$ cat src/rtl/ids_pkg.sv
// ids_pkg: shared types, constants and the color scale of the image difference
// statistics block. No dependencies; used by every module in this folder.

package ids_pkg;

    // image and accumulator sizing
    localparam int MAX_PIXELS = 16777216;
    localparam int CHANNELS   = 3;
    localparam int COLORS     = 3;   // channels that carry image data (blue, green, red)
    localparam int NSLOT      = 4;   // largest channel count the record format knows

    localparam int PIX_W      = 8;
    localparam int SUM_W      = 32;
    localparam int SQ_W       = 40;
    localparam int CNT_W      = $clog2(MAX_PIXELS + 1);

    // result field widths
    localparam int REC_W      = 3;
    localparam int ESUM_W     = 34;
    localparam int SSUM_W     = 52;
    localparam int PTOT_W     = 25;

    localparam int IN_DATA_W  = 2 * COLORS * PIX_W;
    localparam int OUT_DATA_W = 152;

    localparam int LANE_W     = (CHANNELS > 1) ? $clog2(CHANNELS) : 1;
    localparam int IDX_W      = $clog2(CHANNELS + 1);

    // record kinds
    localparam logic [REC_W-1:0] REC_PIXEL = 3'd0;
    localparam logic [REC_W-1:0] REC_BLUE  = 3'd1;
    localparam logic [REC_W-1:0] REC_GREEN = 3'd2;
    localparam logic [REC_W-1:0] REC_RED   = 3'd3;
    localparam logic [REC_W-1:0] REC_TOTAL = 3'd4;

    typedef struct packed {
        logic [PIX_W-1:0] err_min;
        logic [PIX_W-1:0] err_max;
        logic [SUM_W-1:0] err_sum;
        logic [SQ_W-1:0]  sq_sum;
    } t_lane_stats;

    localparam t_lane_stats STATS_INIT = '{
        err_min: {PIX_W{1'b1}},
        err_max: '0,
        err_sum: '0,
        sq_sum:  '0
    };

    typedef struct packed {
        logic [PIX_W-1:0]  err_min;
        logic [PIX_W-1:0]  err_max;
        logic [ESUM_W-1:0] err_sum;
        logic [SSUM_W-1:0] sq_sum;
    } t_total_stats;

    // output tdata layout, lowest field last
    typedef struct packed {
        logic              pad;
        logic [PTOT_W-1:0] pixel_total;
        logic [SSUM_W-1:0] square_sum;
        logic [ESUM_W-1:0] error_sum;
        logic [PIX_W-1:0]  max_error;
        logic [PIX_W-1:0]  min_error;
        logic [PIX_W-1:0]  diff_red;
        logic [PIX_W-1:0]  diff_green;
        logic [PIX_W-1:0]  diff_blue;
    } t_out_data;

    // green-yellow-red-white scale, returns {red, green, blue}
    function automatic logic [3*PIX_W-1:0] scale_color(input logic [PIX_W-1:0] e);
        logic [PIX_W-1:0] ramp;
        logic [3*PIX_W-1:0] rgb;
        ramp = {e[PIX_W-3:0], 2'b00};
        case (e[PIX_W-1:PIX_W-2])
            2'b00:   rgb = {8'd0, ramp, 8'd0};
            2'b01:   rgb = {ramp, 8'd255, 8'd0};
            2'b10:   rgb = {8'd255, ~ramp, 8'd0};
            2'b11:   rgb = {8'd255, ramp, ramp};
            default: rgb = '0;
        endcase
        return rgb;
    endfunction

endpackage

$ cat src/rtl/ids_lane.sv
// ids_lane: one color channel - absolute difference, min/max, error and
// squared-error accumulators, and the snapshot taken on the last pixel.
// Depends on ids_pkg.

module ids_lane (
    input  logic                        i_clk,
    input  logic                        i_rst_n,
    input  logic [ids_pkg::PIX_W-1:0]   i_first,
    input  logic [ids_pkg::PIX_W-1:0]   i_second,
    input  logic                        i_take,
    input  logic                        i_last,
    input  logic                        i_acc_en,
    output logic [ids_pkg::PIX_W-1:0]   o_err,
    output ids_pkg::t_lane_stats        o_stats
);
    import ids_pkg::*;

    logic [PIX_W-1:0]   w_err;
    logic [2*PIX_W-1:0] w_sq;
    t_lane_stats        w_upd;
    t_lane_stats        r_acc;
    t_lane_stats        n_acc;
    t_lane_stats        r_snap;

    always_comb begin
        w_err = (i_first > i_second) ? (i_first - i_second) : (i_second - i_first);
        w_sq  = w_err * w_err;

        w_upd = r_acc;
        if (i_acc_en) begin
            if (w_err < r_acc.err_min) begin
                w_upd.err_min = w_err;
            end
            if (w_err > r_acc.err_max) begin
                w_upd.err_max = w_err;
            end
            w_upd.err_sum = r_acc.err_sum + SUM_W'(w_err);
            w_upd.sq_sum  = r_acc.sq_sum + SQ_W'(w_sq);
        end

        n_acc = r_acc;
        if (i_take) begin
            n_acc = i_last ? STATS_INIT : w_upd;
        end
    end

    always_ff @(posedge i_clk) begin
        if (!i_rst_n) begin
            r_acc <= STATS_INIT;
        end else begin
            r_acc <= n_acc;
        end
    end

    // image totals including the last pixel
    always_ff @(posedge i_clk) begin
        if (i_take && i_last) begin
            r_snap <= w_upd;
        end
    end

    assign o_err   = w_err;
    assign o_stats = r_snap;

endmodule

$ cat src/rtl/ids_merge.sv
// ids_merge: combines the per-channel snapshots into the total record
// (min, max and sums over all channels), registered.
// Depends on ids_pkg.

module ids_merge (
    input  logic                   i_clk,
    input  ids_pkg::t_lane_stats   i_stats [ids_pkg::CHANNELS],
    output ids_pkg::t_total_stats  o_total
);
    import ids_pkg::*;

    t_total_stats w_total;
    t_total_stats r_total;

    always_comb begin
        w_total.err_min = {PIX_W{1'b1}};
        w_total.err_max = '0;
        w_total.err_sum = '0;
        w_total.sq_sum  = '0;
        for (int k = 0; k < CHANNELS; k++) begin
            if (i_stats[k].err_min < w_total.err_min) begin
                w_total.err_min = i_stats[k].err_min;
            end
            if (i_stats[k].err_max > w_total.err_max) begin
                w_total.err_max = i_stats[k].err_max;
            end
            w_total.err_sum = w_total.err_sum + ESUM_W'(i_stats[k].err_sum);
            w_total.sq_sum  = w_total.sq_sum + SSUM_W'(i_stats[k].sq_sum);
        end
    end

    // the snapshots are taken at the last pixel and the total over them is registered here
    always_ff @(posedge i_clk) begin
        r_total <= w_total;
    end

    assign o_total = r_total;

endmodule

$ cat src/rtl/image_difference_statistics.sv
// image_difference_statistics: top level - input handshake, channel lanes,
// total merge, record sequencer and output register.
// Depends on ids_pkg, ids_lane, ids_merge.
//
// Usage:
//   s_axis carries one request per pixel pair: tdata holds first blue, green,
//   red, then second blue, green, red (8 bits each); tlast marks the last
//   pixel of the image pair. m_axis carries result records: tuser is the
//   record kind (pixel, blue, green, red, total), tlast marks the last record
//   caused by one request.
//   Every request yields one difference pixel record in the cycle after it is
//   accepted. A request with tlast also yields one statistics record per
//   channel and a total record after it; the accumulators start over with the
//   next image. While m_axis_tready is high, throughput is one pixel per cycle
//   and the single output register sends one record per cycle; after a last
//   pixel s_axis_tready stays low until the total record has been loaded.
//   The magnitude mode bit is to be written through i_cfg_wr_en/i_cfg_wr_data
//   only while the block is idle; the block itself does not enforce this.
//   Reset clears mode, the pixel and record counters, accumulators and the output valid flag.
//   When m_axis_tready is low the pending record holds and s_axis_tready
//   drops in the same cycle; nothing is lost.

module image_difference_statistics (
    input  logic                              i_clk,
    input  logic                              i_rst_n,
    input  logic                              i_cfg_wr_en,
    input  logic                              i_cfg_wr_data,
    input  logic                              s_axis_tvalid,
    output logic                              s_axis_tready,
    // first_blue, first_green, first_red, second_blue, second_green, second_red
    input  logic [ids_pkg::IN_DATA_W-1:0]     s_axis_tdata,
    input  logic                              s_axis_tlast,
    output logic                              m_axis_tvalid,
    input  logic                              m_axis_tready,
    // diff_blue, diff_green, diff_red, min_error, max_error, error_sum,
    // square_sum, pixel_total, one zero pad bit
    output logic [ids_pkg::OUT_DATA_W-1:0]    m_axis_tdata,
    // record_type
    output logic [ids_pkg::REC_W-1:0]         m_axis_tuser,
    output logic                              m_axis_tlast
);
    import ids_pkg::*;

    logic [PIX_W-1:0]   w_err [NSLOT];
    t_lane_stats        w_stats [CHANNELS];
    t_total_stats       w_total;
    logic [PIX_W-1:0]   w_peak;
    logic [3*PIX_W-1:0] w_rgb;
    logic               w_take;
    logic               w_out_free;
    logic               w_acc_en;
    logic [CNT_W-1:0]   w_cnt_upd;
    t_lane_stats        w_sel;

    logic               r_mag_mode;
    logic               r_out_valid, n_out_valid;
    t_out_data          r_out_data, n_out_data;
    logic [REC_W-1:0]   r_out_user, n_out_user;
    logic               r_out_last, n_out_last;
    logic               r_stats_busy, n_stats_busy;
    logic [IDX_W-1:0]   r_rec_idx, n_rec_idx;
    logic [CNT_W-1:0]   r_pix_cnt, n_pix_cnt;
    logic [CNT_W-1:0]   r_snap_cnt;

    assign w_out_free    = !r_out_valid || m_axis_tready;
    assign s_axis_tready = w_out_free && !r_stats_busy;
    assign w_take        = s_axis_tvalid && s_axis_tready;
    assign w_acc_en      = r_pix_cnt < CNT_W'(MAX_PIXELS);
    assign w_cnt_upd     = r_pix_cnt + CNT_W'(w_acc_en);

    for (genvar g = 0; g < NSLOT; g++) begin : g_lane
        if (g < CHANNELS) begin : g_on
            logic [PIX_W-1:0] w_a;
            logic [PIX_W-1:0] w_b;
            if (g < COLORS) begin : g_in
                assign w_a = s_axis_tdata[g*PIX_W +: PIX_W];
                assign w_b = s_axis_tdata[(g+COLORS)*PIX_W +: PIX_W];
            end else begin : g_zero
                assign w_a = '0;
                assign w_b = '0;
            end
            ids_lane u_lane (
                .i_clk    (i_clk),
                .i_rst_n  (i_rst_n),
                .i_first  (w_a),
                .i_second (w_b),
                .i_take   (w_take),
                .i_last   (s_axis_tlast),
                .i_acc_en (w_acc_en),
                .o_err    (w_err[g]),
                .o_stats  (w_stats[g])
            );
        end else begin : g_off
            assign w_err[g] = '0;
        end
    end

    ids_merge u_merge (
        .i_clk   (i_clk),
        .i_stats (w_stats),
        .o_total (w_total)
    );

    always_comb begin
        w_peak = '0;
        for (int k = 0; k < NSLOT; k++) begin
            if (w_err[k] > w_peak) begin
                w_peak = w_err[k];
            end
        end
        w_rgb = scale_color(w_peak);
    end

    assign w_sel = w_stats[r_rec_idx[LANE_W-1:0]];

    always_comb begin
        n_out_valid  = r_out_valid && !m_axis_tready;
        n_out_data   = r_out_data;
        n_out_user   = r_out_user;
        n_out_last   = r_out_last;
        n_stats_busy = r_stats_busy;
        n_rec_idx    = r_rec_idx;
        n_pix_cnt    = r_pix_cnt;

        if (w_take) begin
            n_out_valid = 1'b1;
            n_out_data  = '0;
            n_out_user  = REC_PIXEL;
            n_out_last  = !s_axis_tlast;
            if (r_mag_mode) begin
                n_out_data.diff_red   = w_rgb[3*PIX_W-1:2*PIX_W];
                n_out_data.diff_green = w_rgb[2*PIX_W-1:PIX_W];
                n_out_data.diff_blue  = w_rgb[PIX_W-1:0];
            end else begin
                n_out_data.diff_blue  = w_err[0];
                n_out_data.diff_green = w_err[1];
                n_out_data.diff_red   = w_err[2];
            end
            n_pix_cnt = s_axis_tlast ? '0 : w_cnt_upd;
            if (s_axis_tlast) begin
                n_stats_busy = 1'b1;
                n_rec_idx    = '0;
            end
        end else if (r_stats_busy && w_out_free) begin
            n_out_valid = 1'b1;
            n_out_data  = '0;
            n_out_data.pixel_total = PTOT_W'(r_snap_cnt);
            if (r_rec_idx == IDX_W'(CHANNELS)) begin
                n_out_user             = REC_TOTAL;
                n_out_last             = 1'b1;
                n_out_data.min_error   = w_total.err_min;
                n_out_data.max_error   = w_total.err_max;
                n_out_data.error_sum   = w_total.err_sum;
                n_out_data.square_sum  = w_total.sq_sum;
                n_stats_busy           = 1'b0;
            end else begin
                n_out_user             = REC_BLUE + REC_W'(r_rec_idx);
                n_out_last             = 1'b0;
                n_out_data.min_error   = w_sel.err_min;
                n_out_data.max_error   = w_sel.err_max;
                n_out_data.error_sum   = ESUM_W'(w_sel.err_sum);
                n_out_data.square_sum  = SSUM_W'(w_sel.sq_sum);
                n_rec_idx              = r_rec_idx + IDX_W'(1);
            end
        end
    end

    always_ff @(posedge i_clk) begin
        if (!i_rst_n) begin
            r_mag_mode   <= 1'b0;
            r_out_valid  <= 1'b0;
            r_stats_busy <= 1'b0;
            r_rec_idx    <= '0;
            r_pix_cnt    <= '0;
        end else begin
            if (i_cfg_wr_en) begin
                r_mag_mode <= i_cfg_wr_data;
            end
            r_out_valid  <= n_out_valid;
            r_stats_busy <= n_stats_busy;
            r_rec_idx    <= n_rec_idx;
            r_pix_cnt    <= n_pix_cnt;
        end
    end

    always_ff @(posedge i_clk) begin
        r_out_data <= n_out_data;
        r_out_user <= n_out_user;
        r_out_last <= n_out_last;
        if (w_take && s_axis_tlast) begin
            r_snap_cnt <= w_cnt_upd;
        end
    end

    assign m_axis_tvalid = r_out_valid;
    assign m_axis_tdata  = r_out_data;
    assign m_axis_tuser  = r_out_user;
    assign m_axis_tlast  = r_out_last;

endmodule

$ cat config.mk
export PLATFORM = sky130hd
export DESIGN_NAME = image_difference_statistics
export DESIGN_NICKNAME = d
export VERILOG_FILES = /design/src/rtl/ids_pkg.sv /design/src/rtl/ids_lane.sv /design/src/rtl/ids_merge.sv /design/src/rtl/image_difference_statistics.sv
export SDC_FILE = /design/constraint.sdc
export NUM_CORES = 2
export LEC_CHECK = 0
export BUFFER_PORTS_ARGS = -buffer_cell sky130_fd_sc_hd__buf_2
export CAP_MARGIN = 40
export CORE_MARGIN = 3
export CORE_UTILIZATION = 55
export CTS_CLUSTER_SIZE = 20
export DETAILED_ROUTE_END_ITERATION = 7
export PLACE_DENSITY_LB_ADDON = 0.2
export SYNTH_ARGS = -nofsm -noshare
export SYNTH_HDL_FRONTEND = slang
export SYNTH_HIERARCHICAL = 1
export SYNTH_SLANG_ARGS = --single-unit
$ cat constraint.sdc
create_clock -name i_clk -period 7.45 [get_ports i_clk]
set_clock_uncertainty 0.1 [all_clocks]
set_input_delay 1.1175 -clock i_clk [delete_from_list [all_inputs] [get_ports i_clk]]
set_output_delay 1.1175 -clock i_clk [all_outputs]
set_load 0.01 [all_outputs]
==> impl_results.md <==
- CTS buffer count: 92
- Hold_buf cts: 0
- PD cells: 443 nW/um^2
- Clk network pwr share: 17.7%
- Comb pwr share: 59.5%
- Final worst-path cycle share: 96.1%
- NetSw: 11.0 mW
- Peak VDD IR: 0.529 mV
- Total routed wirelength: 151 mm
- Worst-Skew Late Latency: 680 ps
- Hold path startpoint: u_merge/o_total[41]
- Die X: 315 um
- Root buf cell: clkbuf_16
- Initial Utilization: 55.9%
- # IOs: 213
- Slowest CP cell: fa_1
- Yosys warns: 6
- Detailed-route via count: 42.8k
- Routed Antenna Nets: 0
- Post-route insts no fill: 7246
- DIE HEIGHT: 315 um
- Worst slack at placement: -497 ps
- Worst slew pin tran: 939 ps
- WL/cell: 20.8 um
- Final WS setup: 290 ps
- Row Count: 112
- Drt pass-1 iters: 6
- Worst reg2reg endpoint: g_lane[2].g_on.u_lane/o_stats[17]
- Slowest stage delay, CP: 410 ps
- Startpoint types: input port
- RSZ-0062 raised after global routing: yes
- Placed Cells: 7070
- Outcome: finished, final reports clean
- Cell Area, Placed: 57300 sq um
- Gr usage total: 30.0%
- DRC: 0
- Number of global-route vias before repair: 41.4k
- Drt via density: 5.91
- Final Net Count: 6521
- MaxCap Viol Count: 0
- Hold crit path type: register to register
- Initial drt markers: 3651
- Max-slew violation count: 0
- Hold Path Cell Cnt: 1
- Detail Placement HPWL: 111 mm
- First-pass GRT wire length: 234 mm
- Sequential Power Share: 22.8%
- Worst Path Arrival: 7490 ps
- Sw frac: 40.7%
- Slew headroom: 36.9%
- Design area: 60600 sq um
- Maximum root-to-sink buffer count: 3
- Mapped cell area: 52600 sq um
- Leakage: 26.4 nW
- Clock slew at the register clock pins of the worst setup and hold paths: 60 ps
- Reg2Reg Setup Slack: 2490 ps
- Syn_area_per_cell: 9.62 sq um
- Gp weighted congestion: 0.938
- Internal: 15.9 mW
- Final hold slack: 339 ps
- TritonCTS clock tree: built
- Ys flop type: dfxtp_1
- End-of-flow core utilization: 64.5%
- Yosys reg bits: 830
- Clock sink count: 830
- Largest net degree at the start of global routing: 108
- CP Capture Type: register
- Sequential share of the synthesized area: 37.6%
- Synthesized instance count: 5465
- Diode count: 0
- Number of synthesized flops with an enable pin: 314
- Die ar.: 99300 sq um
- Worst Path Max Fanout: 6
- Storage element area: 19800 sq um
- Fraction of registers with async set/reset: 0%
- Critical path class: input port to register
- Total grt overflow: 0
- Initial antenna violation count: 2
- Layout cells sized above 1: 16.4%
- CTS H-Tree Depth: 3
- Core area: 94000 sq um
- Synth-to-layout area growth: 15.3%
- Max Clk Rate: 140 MHz
- Tot Pwr: 26.9 mW
- Hold Crit Endpoint: m_axis_tdata[115]
- FF-to-FF path depth: 18
- Endpoints failing setup: 0
- Final count of hold timing violations: 0
- R2R Path Start: g_lane[2].g_on.u_lane/r_acc[4]
- Port bufs: 211
- Synth unique cells: 133
- Multi-input logic area: 30100 sq um
- Fillcell total: 7746
- Setup TNS: 0 ps
- CP required: 7780 ps
- Tmin final: 7160 ps
cell type report:
type,instances,share of cell area [%]
well taps,1254,2.59
flip-flops and latches,830,32.6
repair buffers,617,7.03
clock buffers,138,4.62
inverters,459,2.86
multi-input cells,3914,49.7
clock inverters,34,0.633
synth_stat cells, drive strengths merged, types with 7 or more instances:
library cell / instances / area [sq um]
nand4: 35 / 246
a21o: 97 / 733
mux2: 62 / 706
a221o: 14 / 141
nand3: 212 / 1100
nor4: 20 / 140
edfxtp: 314 / 9430
o31ai: 29 / 231
nand2: 401 / 1550
nor2b: 53 / 332
xnor2: 201 / 1820
a21oi: 299 / 1520
buf: 81 / 464
o21ai: 465 / 2350
dfxtp: 516 / 10300
a21boi: 23 / 173
and3: 71 / 452
nor3b: 7 / 63.8
a32o: 23 / 230
fa: 194 / 3880
o21a: 33 / 248
nor2: 337 / 1280
clkbuf: 189 / 721
a211oi: 29 / 255
a22oi: 75 / 563
inv: 455 / 1710
xor2: 108 / 953
o311ai: 11 / 96.3
a311oi: 8 / 76.3
a31oi: 72 / 487
o211ai: 29 / 228
a2111oi: 8 / 104
nor3: 53 / 282
and2: 35 / 226
and4: 21 / 194
a211o: 10 / 90.1
a22o: 55 / 482
a41oi: 11 / 115
nand2b: 28 / 175
o21bai: 23 / 173
mux2i: 259 / 2640
or3: 48 / 302
nand3b: 14 / 105
ha: 358 / 4480
what timing repair did:
action	in CTS	in global routing
setup buffers	0	3
gates resized for setup	0	19
endpoints found under the setup margin	0	56
power groups by stage:
stage	clock, mW	sequential (mW)	combinational, mW
3_3_place_gp	0	6.20	15.3
3_5_place_dp	0	6.22	15.7
4_1_cts	4.84	6.13	15.8
2_1_floorplan	0	6.14	10.3
5_1_grt	5.02	6.18	17.8
6_report	4.76	6.13	16.0
layer usage:
metal | share of wire, % | vias up | global-route usage (%) | routed length (um)
met2 | 46 | 1559 | 49.0 | 70000
li1 | - | 20300 | - | -
met5 | 0.0086 | - | 0 | 13
met4 | 4.2 | 2 | 12.6 | 6370
met1 | 43 | 20700 | 40.0 | 64200
met3 | 6.9 | 318 | 4.19 | 10400
worst max-delay path, delay by kind of cell:
kind / cells / cell delay [ps]
AO/OA/AOI/OAI: 8 / 1650
adder cells (fa/ha/maj): 5 / 1470
AND/OR/NAND/NOR: 7 / 1270
buffers and inverters: 8 / 1110
multiplexers: 3 / 540
XOR/XNOR: 1 / 300
how the worst max path moves through the flow:
stage,startpoint,to,slack (ps),cells after the start
2_1_floorplan,s_axis_tdata[8],m_axis_tdata[13],-30,30
3_3_place_gp,s_axis_tdata[16],g_lane[2].g_on.u_lane/o_stats[17],-390,31
3_5_place_dp,s_axis_tdata[16],g_lane[2].g_on.u_lane/o_stats[17],-500,31
4_1_cts,s_axis_tdata[16],g_lane[2].g_on.u_lane/o_stats[17],220,31
5_1_grt,s_axis_tdata[16],g_lane[2].g_on.u_lane/r_acc[35],-70,32
6_report,s_axis_tdata[8],m_axis_tdata[13],290,32
sequential cells by signal, summed over array words and instances (netlist names), 2 cells and up:
name and cells:
u_merge/o_total 92, r_pix_cnt 25, m_axis_tuser 3, g_lane.g_on.u_lane/r_acc 264, r_snap_cnt 25, r_rec_idx 2
g_lane.g_on.u_lane/o_stats 264, m_axis_tdata 151
cells in the final DEF, fill, tap and decap left out, drive strengths merged, types with 26 or more instances in the layout:
| master | instances |
|---|---|
| a22oi | 75 |
| mux2i | 259 |
| nor2 | 337 |
| clkbuf | 139 |
| fa | 194 |
| and3 | 71 |
| nand4 | 35 |
| a22o | 55 |
| a31oi | 72 |
| nor2b | 53 |
| mux2 | 62 |
| o21a | 33 |
| and2 | 35 |
| o31ai | 29 |
| nand2 | 401 |
| or3 | 48 |
| a21o | 97 |
| nand2b | 28 |
| inv | 458 |
| xor2 | 108 |
| a211oi | 29 |
| buf | 616 |
| nand3 | 212 |
| clkinv | 26 |
| dfxtp | 516 |
| o21ai | 465 |
| edfxtp | 314 |
| xnor2 | 201 |
| o211ai | 29 |
| nor3 | 53 |
| ha | 358 |
| a21oi | 299 |
cell families (layout without fill, tap and decap cells):
group | Yosys count | count (layout) | synth area share [%]
and+or+nand+nor | 1354 | 1354 | 12.6
AOI/OAI and AO/OA | 1365 | 1365 | 16.7
other | 2 | 11 | 0.0143
muxes | 321 | 321 | 6.37
adders and majority gates | 554 | 554 | 15.9
xor gates and xnor gates | 309 | 309 | 5.28
buffers and inverters | 730 | 1248 | 5.56
DFF | 830 | 830 | 37.6
No activity file was read; power rests on OpenSTA's default activity.
